===== src/hw/rtl/nrte_pkg.sv =====
// Shared types, character codes and helpers for the RMC time extractor.
`default_nettype none

package nrte_pkg;

  localparam int unsigned CharW   = 8;
  localparam int unsigned DigitW  = 4;
  localparam int unsigned NDigits = 6;
  localparam int unsigned HourW   = 5;
  localparam int unsigned MinW    = 7;
  localparam int unsigned SecW    = 7;
  localparam int unsigned OfsW    = 5;
  localparam int unsigned OutDataW = 24;  // hour, minute, second packed, zero filled

  localparam logic [CharW-1:0] ChComma = 8'h2C;  // ','
  localparam logic [CharW-1:0] ChA     = 8'h41;  // 'A'
  localparam logic [CharW-1:0] ChStar  = 8'h2A;  // '*'
  localparam logic [CharW-1:0] ChR     = 8'h52;  // 'R'
  localparam logic [CharW-1:0] Ch0     = 8'h30;  // '0'
  localparam logic [CharW-1:0] Ch9     = 8'h39;
  localparam logic [CharW-1:0] ChUpA   = 8'h41;
  localparam logic [CharW-1:0] ChUpF   = 8'h46;
  localparam logic [CharW-1:0] ChLoA   = 8'h61;
  localparam logic [CharW-1:0] ChLoF   = 8'h66;

  localparam logic [7:0] HoursPerDay = 8'd24;

  // Time field occupies positions 7..12.
  localparam logic [CharW-1:0] TimeFirstPos = 8'd7;
  localparam logic [CharW-1:0] TimeLastPos  = 8'd12;
  localparam logic [CharW-1:0] TypePos      = 8'd3;

  // Sentence verdict handed from the parser to the output stage.
  typedef struct packed {
    logic                           ok;
    logic [NDigits-1:0][DigitW-1:0] digits;  // digit 0 = position 7
  } verdict_t;

  // Hex digit decode: valid flag plus 4-bit value.
  typedef struct packed {
    logic              valid;
    logic [DigitW-1:0] value;
  } hex_dig_t;

  function automatic hex_dig_t hex_digit(input logic [CharW-1:0] c);
    hex_dig_t r;
    logic [CharW-1:0] t;
    r = '0;
    t = '0;
    if (c >= Ch0 && c <= Ch9) begin
      t       = c - Ch0;
      r.valid = 1'b1;
      r.value = t[DigitW-1:0];
    end else if (c >= ChUpA && c <= ChUpF) begin
      t       = c - ChUpA + 8'd10;
      r.valid = 1'b1;
      r.value = t[DigitW-1:0];
    end else if (c >= ChLoA && c <= ChLoF) begin
      t       = c - ChLoA + 8'd10;
      r.valid = 1'b1;
      r.value = t[DigitW-1:0];
    end
    return r;
  endfunction

  // Two decimal digits to a binary value (max 165 for nibble inputs).
  function automatic logic [7:0] two_digits(input logic [DigitW-1:0] tens,
                                            input logic [DigitW-1:0] ones);
    return ({4'd0, tens} << 3) + ({4'd0, tens} << 1) + {4'd0, ones};
  endfunction

endpackage

`default_nettype wire


===== src/hw/rtl/nrte_sentence.sv =====
// Per-sentence running state: type, status, checksum, hex field, time digits.
`default_nettype none

module nrte_sentence #(
  parameter int unsigned MAX_LEN = 128
) (
  input  wire logic                         clk_i,
  input  wire logic                         rst_ni,
  input  wire logic                         step_i,  // consume one character
  input  wire logic [nrte_pkg::CharW-1:0]   char_i,
  input  wire logic                         last_i,
  output nrte_pkg::verdict_t                verdict_o  // valid with step_i && last_i
);

  localparam logic [nrte_pkg::CharW-1:0] MaxLen = nrte_pkg::CharW'(MAX_LEN);

  logic [nrte_pkg::CharW-1:0] pos_q, pos_d;
  logic [1:0]                 comma_q, comma_d;
  logic                       type_ok_q, type_ok_d;
  logic                       status_ok_q, status_ok_d;
  logic                       star_q, star_d;
  logic [nrte_pkg::CharW-1:0] xor_q, xor_d;
  logic [7:0]                 hex_q, hex_d;
  logic                       hex_ovf_q, hex_ovf_d;
  logic                       hex_stop_q, hex_stop_d;
  logic                       too_long_q, too_long_d;
  logic [nrte_pkg::NDigits-1:0][nrte_pkg::DigitW-1:0] dig_q, dig_d;

  nrte_pkg::hex_dig_t         hd;
  logic [11:0]                hex_acc;
  logic [nrte_pkg::CharW-1:0] dig_ofs;
  logic [2:0]                 dig_idx;
  logic [nrte_pkg::CharW-1:0] dec_val;

  always_comb begin
    pos_d       = pos_q;
    comma_d     = comma_q;
    type_ok_d   = type_ok_q;
    status_ok_d = status_ok_q;
    star_d      = star_q;
    xor_d       = xor_q;
    hex_d       = hex_q;
    hex_ovf_d   = hex_ovf_q;
    hex_stop_d  = hex_stop_q;
    too_long_d  = too_long_q;
    dig_d       = dig_q;

    hd      = nrte_pkg::hex_digit(char_i);
    hex_acc = {hex_q, 4'd0} + {8'd0, hd.value};
    dig_ofs = pos_q - nrte_pkg::TimeFirstPos;
    dig_idx = dig_ofs[2:0];
    dec_val = char_i - nrte_pkg::Ch0;

    if (pos_q >= MaxLen) too_long_d = 1'b1;
    if (pos_q == nrte_pkg::TypePos) type_ok_d = (char_i == nrte_pkg::ChR);

    if (comma_q == 2'd2) begin
      status_ok_d = (char_i == nrte_pkg::ChA);
      comma_d     = 2'd3;
    end else if (comma_q < 2'd2 && char_i == nrte_pkg::ChComma) begin
      comma_d = comma_q + 2'd1;
    end

    // Position 1 always feeds the checksum, position 0 never does.
    if (pos_q == 8'd1) begin
      xor_d = xor_q ^ char_i;
    end else if (pos_q >= 8'd2) begin
      if (!star_q) begin
        if (char_i == nrte_pkg::ChStar) star_d = 1'b1;
        else xor_d = xor_q ^ char_i;
      end else if (!hex_stop_q) begin
        if (!hd.valid) hex_stop_d = 1'b1;
        else if (hex_acc > 12'd255) hex_ovf_d = 1'b1;
        else hex_d = hex_acc[7:0];
      end
    end

    if (pos_q >= nrte_pkg::TimeFirstPos && pos_q <= nrte_pkg::TimeLastPos) begin
      if (char_i >= nrte_pkg::Ch0 && char_i <= nrte_pkg::Ch9)
        dig_d[dig_idx] = dec_val[nrte_pkg::DigitW-1:0];
      else
        dig_d[dig_idx] = '0;
    end

    if (pos_q != 8'hFF) pos_d = pos_q + 8'd1;
  end

  always_comb begin
    verdict_o.ok     = type_ok_d && status_ok_d && star_d && !hex_ovf_d && !too_long_d
                       && (hex_d == xor_d);
    verdict_o.digits = dig_d;
  end

  always_ff @(posedge clk_i or negedge rst_ni) begin
    if (!rst_ni) begin
      pos_q       <= '0;
      comma_q     <= '0;
      type_ok_q   <= 1'b0;
      status_ok_q <= 1'b0;
      star_q      <= 1'b0;
      xor_q       <= '0;
      hex_q       <= '0;
      hex_ovf_q   <= 1'b0;
      hex_stop_q  <= 1'b0;
      too_long_q  <= 1'b0;
      dig_q       <= '0;
    end else if (step_i) begin
      if (last_i) begin
        // sentence done: clear everything for the next one
        pos_q       <= '0;
        comma_q     <= '0;
        type_ok_q   <= 1'b0;
        status_ok_q <= 1'b0;
        star_q      <= 1'b0;
        xor_q       <= '0;
        hex_q       <= '0;
        hex_ovf_q   <= 1'b0;
        hex_stop_q  <= 1'b0;
        too_long_q  <= 1'b0;
        dig_q       <= '0;
      end else begin
        pos_q       <= pos_d;
        comma_q     <= comma_d;
        type_ok_q   <= type_ok_d;
        status_ok_q <= status_ok_d;
        star_q      <= star_d;
        xor_q       <= xor_d;
        hex_q       <= hex_d;
        hex_ovf_q   <= hex_ovf_d;
        hex_stop_q  <= hex_stop_d;
        too_long_q  <= too_long_d;
        dig_q       <= dig_d;
      end
    end
  end

endmodule

`default_nettype wire


===== src/hw/rtl/nmea_rmc_time_extract_top.sv =====
// Top level of the NMEA RMC sentence checker and time extractor.
`default_nettype none

// Takes an RMC-style sentence one character per input word (tlast on the final
// character) and emits one output word per sentence on its final character:
// tuser[0] says whether the sentence passed the type ('R' at position 3),
// status ('A' after the second comma) and '*' hex checksum checks and was no
// longer than MAX_LEN characters; tdata carries the held local time, updated
// only by accepted sentences from the hhmmss digits at positions 7..12 plus the
// zone offset, wrapped once at 24. Throughput is one character per clock while the
// input is not stalled: a character is held in the input register, then a single
// combinational pass updates the running sentence state and, on tlast, loads the
// output register, which drives m_axis_tvalid_o. The input side stalls only when a
// finished result is still waiting in the output register and the word in the input
// register is a final character. The zone offset (reset 8) is written through
// cfg_we_i; the user must write it only while no sentence is in flight, which the
// block itself does not enforce.
module nmea_rmc_time_extract_top #(
  parameter int unsigned MAX_LEN = 128
) (
  input  wire logic        clk_i,
  input  wire logic        rst_ni,
  // configuration
  input  wire logic        cfg_we_i,
  input  wire logic [4:0]  cfg_wdata_i,     // zone_offset_hours
  // character stream in
  input  wire logic        s_axis_tvalid_i,
  output logic             s_axis_tready_o,
  input  wire logic [7:0]  s_axis_tdata_i,  // [7:0] char_in
  input  wire logic        s_axis_tlast_i,  // last_char
  // result out
  output logic             m_axis_tvalid_o,
  input  wire logic        m_axis_tready_i,
  output logic [nrte_pkg::OutDataW-1:0] m_axis_tdata_o,  // [4:0] hour, [11:5] minute,
                                                         // [18:12] second
  output logic [0:0]       m_axis_tuser_o   // [0] accepted
);

  logic [nrte_pkg::OfsW-1:0]  zone_q;

  // input register
  logic                       in_valid_q;
  logic [nrte_pkg::CharW-1:0] in_char_q;
  logic                       in_last_q;

  // output register
  logic                       out_valid_q;
  logic                       out_ok_q;
  logic [nrte_pkg::HourW-1:0] out_hour_q;
  logic [nrte_pkg::MinW-1:0]  out_min_q;
  logic [nrte_pkg::SecW-1:0]  out_sec_q;

  // held time
  logic [nrte_pkg::HourW-1:0] hold_hour_q, hold_hour_d;
  logic [nrte_pkg::MinW-1:0]  hold_min_q, hold_min_d;
  logic [nrte_pkg::SecW-1:0]  hold_sec_q, hold_sec_d;

  logic                       out_free;
  logic                       advance;
  logic                       s_accept;
  logic                       emit;
  nrte_pkg::verdict_t         verdict;
  logic [7:0]                 hour_raw;
  logic [7:0]                 hour_sum;
  logic [7:0]                 hour_wrap;
  logic [7:0]                 min_val;
  logic [7:0]                 sec_val;

  assign out_free        = !out_valid_q || m_axis_tready_i;
  // a final character needs a free output slot; others move on freely
  assign advance         = in_valid_q && (!in_last_q || out_free);
  assign s_axis_tready_o = !in_valid_q || advance;
  assign s_accept        = s_axis_tvalid_i && s_axis_tready_o;
  assign emit            = advance && in_last_q;

  nrte_sentence #(
    .MAX_LEN (MAX_LEN)
  ) u_sentence (
    .clk_i     (clk_i),
    .rst_ni    (rst_ni),
    .step_i    (advance),
    .char_i    (in_char_q),
    .last_i    (in_last_q),
    .verdict_o (verdict)
  );

  // local time from the digit field
  always_comb begin
    hour_raw  = nrte_pkg::two_digits(verdict.digits[0], verdict.digits[1]);
    hour_sum  = hour_raw + {3'd0, zone_q};
    hour_wrap = (hour_sum >= nrte_pkg::HoursPerDay) ? hour_sum - nrte_pkg::HoursPerDay
                                                    : hour_sum;
    min_val   = nrte_pkg::two_digits(verdict.digits[2], verdict.digits[3]);
    sec_val   = nrte_pkg::two_digits(verdict.digits[4], verdict.digits[5]);

    hold_hour_d = hold_hour_q;
    hold_min_d  = hold_min_q;
    hold_sec_d  = hold_sec_q;
    if (verdict.ok) begin
      hold_hour_d = hour_wrap[nrte_pkg::HourW-1:0];
      hold_min_d  = min_val[nrte_pkg::MinW-1:0];
      hold_sec_d  = sec_val[nrte_pkg::SecW-1:0];
    end
  end

  always_ff @(posedge clk_i or negedge rst_ni) begin
    if (!rst_ni) begin
      zone_q <= nrte_pkg::OfsW'(8);
    end else if (cfg_we_i) begin
      zone_q <= cfg_wdata_i;
    end
  end

  always_ff @(posedge clk_i or negedge rst_ni) begin
    if (!rst_ni) begin
      in_valid_q <= 1'b0;
    end else if (s_axis_tready_o) begin
      in_valid_q <= s_axis_tvalid_i;
    end
  end

  always_ff @(posedge clk_i) begin
    if (s_accept) begin
      in_char_q <= s_axis_tdata_i;
      in_last_q <= s_axis_tlast_i;
    end
  end

  always_ff @(posedge clk_i or negedge rst_ni) begin
    if (!rst_ni) begin
      hold_hour_q <= '0;
      hold_min_q  <= '0;
      hold_sec_q  <= '0;
    end else if (emit) begin
      hold_hour_q <= hold_hour_d;
      hold_min_q  <= hold_min_d;
      hold_sec_q  <= hold_sec_d;
    end
  end

  always_ff @(posedge clk_i or negedge rst_ni) begin
    if (!rst_ni) begin
      out_valid_q <= 1'b0;
    end else if (out_free) begin
      out_valid_q <= emit;
    end
  end

  always_ff @(posedge clk_i) begin
    if (emit) begin
      out_ok_q   <= verdict.ok;
      out_hour_q <= hold_hour_d;
      out_min_q  <= hold_min_d;
      out_sec_q  <= hold_sec_d;
    end
  end

  assign m_axis_tvalid_o = out_valid_q;
  assign m_axis_tdata_o  = {5'd0, out_sec_q, out_min_q, out_hour_q};
  assign m_axis_tuser_o  = out_ok_q;

  // a result appears only right after a final character went through
  a_result_from_last : assert property (@(posedge clk_i) disable iff (!rst_ni)
    $rose(out_valid_q) |-> $past(emit))
    else $error("result word without a final character");

  // input side never stalls while the output slot can take a result
  a_no_needless_stall : assert property (@(posedge clk_i) disable iff (!rst_ni)
    out_free |-> s_axis_tready_o)
    else $error("input stalled with a free output slot");

  // a pending final character is held while the output is blocked
  a_last_waits : assert property (@(posedge clk_i) disable iff (!rst_ni)
    (in_valid_q && in_last_q && !out_free) |=> (in_valid_q && in_last_q))
    else $error("final character lost while output blocked");

endmodule

`default_nettype wire

===== config.mk =====
export PLATFORM = sky130hd
export DESIGN_NAME = nmea_rmc_time_extract_top
export DESIGN_NICKNAME = d
export VERILOG_FILES = /design/src/hw/rtl/nrte_pkg.sv /design/src/hw/rtl/nrte_sentence.sv /design/src/hw/rtl/nmea_rmc_time_extract_top.sv
export SDC_FILE = /design/constraint.sdc
export NUM_CORES = 1
export LEC_CHECK = 0
export BUFFER_PORTS_ARGS = -buffer_cell sky130_fd_sc_hd__buf_2
export CAP_MARGIN = 20
export CORE_MARGIN = 2
export CORE_UTILIZATION = 66
export DETAILED_ROUTE_END_ITERATION = 12
export PLACE_DENSITY = 0.86
export SYNTH_ARGS = -nofsm -noshare
export SYNTH_HDL_FRONTEND = slang
export SYNTH_SLANG_ARGS = --single-unit

===== constraint.sdc =====
create_clock -name clk_i -period 9.3 [get_ports clk_i]
set_clock_uncertainty 0.2 [all_clocks]
set_input_delay 1.86 -clock clk_i [delete_from_list [all_inputs] [get_ports clk_i]]
set_output_delay 1.86 -clock clk_i [all_outputs]
set_load 0.05 [all_outputs]

==> flow_results.org <==
** Status
- The run finished with clean final reports.

** Synthesis
- A synthesized cell averages 11.1 sq um.
- For this run, the number of Yosys warnings is 0.
- Of the post-synthesis cell area, the dominant cell type holds 0.314.
- Number of synthesized flops with an enable pin :: 29
- The commonest cells after synthesis are 81 x sky130_fd_sc_hd__dfrtp_1, 55 x sky130_fd_sc_hd__nand2_1, 35 x sky130_fd_sc_hd__o21ai_0.
- For this run, the register share of the synthesized area comes to 0.454.
- The most used flip-flop cell after synthesis is sky130_fd_sc_hd__dfrtp_1.
- After synthesis, the netlist uses 75 different library cells.
- Syn Inst Count :: 583
- After synthesis, the share of flip-flops with an asynchronous set or reset is 0.739.
- sky130_fd_sc_hd__dfrtp_1 is the most common cell in the netlist.
- Yosys top cell by area :: sky130_fd_sc_hd__dfrtp_1
- Number of synthesized register bits :: 111
- Cells taking the most area after synthesis :: sky130_fd_sc_hd__dfrtp_1 31%, sky130_fd_sc_hd__edfxtp_1 14%, sky130_fd_sc_hd__ha_1 6.2%
- Netlist area before placement :: 0.00645 sq mm

** Layout
- Net count reported at finish :: 678
- The sequential cells in the finished layout cover a total of 0.00292 sq mm.
- The multi-input combinational cells in the finished layout cover a total of 0.00329 sq mm.
- 0 antenna diodes ended up in the layout.
- Relative to the synthesized area, the layout overhead comes to 7.86%.
- Share of post-route cells with drive strength above 1 :: 0.187
- Counting the fill cells in the layout gives 706.

** STA
- Final clock period utilization by the worst path :: 0.536
- Setup-failing EPs final :: 0
- In this run the tightest slew margin relative to its limit is 0.292.
- The max-slew violation count came to 0.
- Clock period minus final worst setup slack :: 4.98 ns
- Setup repair after global routing left no endpoint under its margin.
- Transition time at the pin with the least slew margin :: 1.06 ns
- Across all hold checks on the routed design, the worst slack comes to 0.292 ns.
- Final hold violations :: 0
- Static timing analysis puts the maximum clock frequency at 0.201 GHz.
- After routing, the total negative slack on setup checks comes to 0 ns.

** Place
- Number of buffers added on ports :: 40
- Final GP Congestion :: 0.957
- The HPWL after detailed placement is 9.81 mm.

** Worst setup path
- In this run the critical register-to-register path is captured at out_hour_q[4].
- For flop-to-flop paths, the worst setup slack is 4.32 ns.
- By startpoint and endpoint, the worst setup path is classified as reg -> reg.
- In this run the worst setup path terminates at out_hour_q[4].
- Arrival time at the worst endpoint :: 4.93 ns
- Chain of cells forming the critical path :: inv_1 > ha_1 > o21bai_1 > a211o_1 > nor2_1 > mux2i_1 > fa_1 > inv_1 > fa_1 > ha_1 > a21oi_1 > nor2b_1 > o21ai_0 > nand2_1 > nand3_1 > o21ai_0 > mux2_2
- On the worst path, the slowest cell contributes a delay of 0.56 ns.
- Worst r2r src :: in_char_q[0]
- Beginning of the critical path :: in_char_q[0]
- Worst Path Max Fanout :: 8
- Data required time of the critical path :: 9.24 ns
- The largest individual stage delay along the critical path comes from the cell sky130_fd_sc_hd__fa_1.
- Worst R2R Path Depth :: 17
- STA classifies the critical path startpoint as a register.
- Kind of end point of the critical path :: register

** Floorplanning
- In this run the horizontal extent of the chip is 103 um.
- Die Footprint :: 0.0106 sq mm
- I/O pin count :: 46
- Number of rows created at floorplan :: 36
- In this run the vertical extent of the chip is 103 um.
- The initial utilization of the core area, before any placement, comes to 0.669.
- After floorplanning, the core was sized to cover 0.00964 sq mm.

** CTS
- Number of CTS-inserted buffers :: 9
- TritonCTS built the clock tree.
- CTS root buffer :: sky130_fd_sc_hd__clkbuf_8
- Number of gates given a new drive strength after cts :: 0
- The clock passes through at most 2 buffers.
- The number of setup buffers added after CTS is 0.
- Sink count of the clock tree :: 111
- After clock tree synthesis, the clock-pin slew on the worst setup and hold paths is 0.10 ns.
- The H-tree generated during clock tree synthesis spans 3 levels.
- Hold bufs inserted after CTS :: 0
- Clock latency on the worst-skew pair :: 0.38 ns

** GRT
- Global-route wire length before repair :: 22.2 mm
- The via count of the first global-routing pass was 4526.
- Initial antenna violation count :: 0
- Entering global routing, the biggest net connects 83 pins.
- For this run, the total global-route usage over all layers was measured as 0.275.
- Global routing finished with a remaining overflow of 0.

** Power and ir drop
- IR analysis of the VDD net gives a maximum drop of 0.108 mV.
- Standby leakage power :: 3.32 nW
- Total design power :: 1.10 mW
- For this design the ratio of total power to cell area is 158 mW/mm^2.

** Detailed routing
- The count of nets left with antenna violations once routing finished came out at 0.
- The pre-antenna-repair detailed-routing pass consisted of 5 iterations.
- Post-route DRC violation count :: 0
- For this block, the routed nets add up to 13.6 mm of wire.
- Count of vias placed by the detailed router :: 4578
- The detailed router finished its first iteration with 222 violations.
- After detailed routing, the number of vias per cell comes to 6.07.
- Dividing the detail-routed wire length by the instance count gives 18.0 um.

** Min path
- The tightest min-delay check is of the reg -> reg type.
- Counting instances, the worst hold path has a depth of 1.

** Job
- Max-cap violations in this run came to 0.
[per-stage QoR]
step | util | instance area, sq um | std cells | setup slack [ns]
finish | 0.721 | 6950 | 754 | 4.32
global route | 0.721 | 6950 | 754 | 4.06
CTS | 0.718 | 6920 | 752 | 4.33
detailed placement | 0.698 | 6730 | 737 | 4.34
global placement | 0.695 | 6700 | 736 | 4.49
floorplan | - | 6460 | 587 | 4.78
[metal layers]
layer / up-vias / GRT usage / share of wire
met5: - / 0 / 0
met4: 0 / 0.116 / 0.025
met3: 28 / 0.0366 / 0.043
met2: 136 / 0.448 / 0.49
met1: 2248 / 0.375 / 0.44
li1: 2166 / - / -
[registers in the layout (all words and copies together) (netlist names), 8 cells and up]
| signal | count |
|---|---|
| u_sentence.xor_q | 8 |
| u_sentence.pos_q | 8 |
| u_sentence.hex_q | 8 |
| in_char_q | 8 |
| u_sentence.dig_q | 24 |
[area by class of cell]
type | count | share of cell area
clock buffers | 11 | 0.0189
clock inverters | 4 | 0.00792
inverters | 27 | 0.0146
multi-input cells | 422 | 0.473
flip-flops and latches | 111 | 0.421
well taps | 133 | 0.0239
repair buffers | 46 | 0.0414
[cells by family after synthesis]
family	Yosys count	synth area share
flops	111	0.454
mux	62	0.112
compound gates	128	0.134
buf+inv	54	0.0388
simple gates	159	0.132
xor+xnor	26	0.0353
other cells	1	0.000582
fa+ha+maj	42	0.0932
[how the worst min path moves through the flow]
stage	start	to
2_1_floorplan	u_sentence.status_ok_q	u_sentence.status_ok_q
3_3_place_gp	u_sentence.status_ok_q	u_sentence.status_ok_q
3_5_place_dp	hold_hour_q[2]	hold_hour_q[2]
4_1_cts	hold_hour_q[2]	hold_hour_q[2]
5_1_grt	hold_hour_q[3]	hold_hour_q[3]
6_report	hold_hour_q[2]	hold_hour_q[2]
[where the power goes]
part           leakage [nW]  switching (mW)  internal, mW  total, mW
clock                0.0904           0.165         0.126      0.290
combinational          1.83           0.149        0.0865      0.235
sequential             1.40          0.0392         0.534      0.574
total                  3.32           0.353         0.747       1.10
[critical path, delay by kind of cell, from the launching register on]
family | cells | cell delay, ns
adders and majority gates | 4 | 1.62
AOI/OAI and AO/OA | 5 | 0.92
and+or+nand+nor | 4 | 0.69
muxes | 2 | 0.53
DFF | 1 | 0.51
buffers and inverters | 2 | 0.27
[cell usage in the layout (no fill, tap or decap), drive strengths merged, types with 11 or more instances in the layout]
| master | n |
|---|---|
| buf | 46 |
| nor2 | 30 |
| nor3 | 13 |
| o21ai | 38 |
| inv | 29 |
| a22o | 18 |
| mux2 | 53 |
| dfrtp | 81 |
| nand2 | 55 |
| xnor2 | 14 |
| a21oi | 31 |
| edfxtp | 29 |
| clkbuf | 11 |
| xor2 | 12 |
| ha | 32 |
Power figures use the tool's default switching activity.
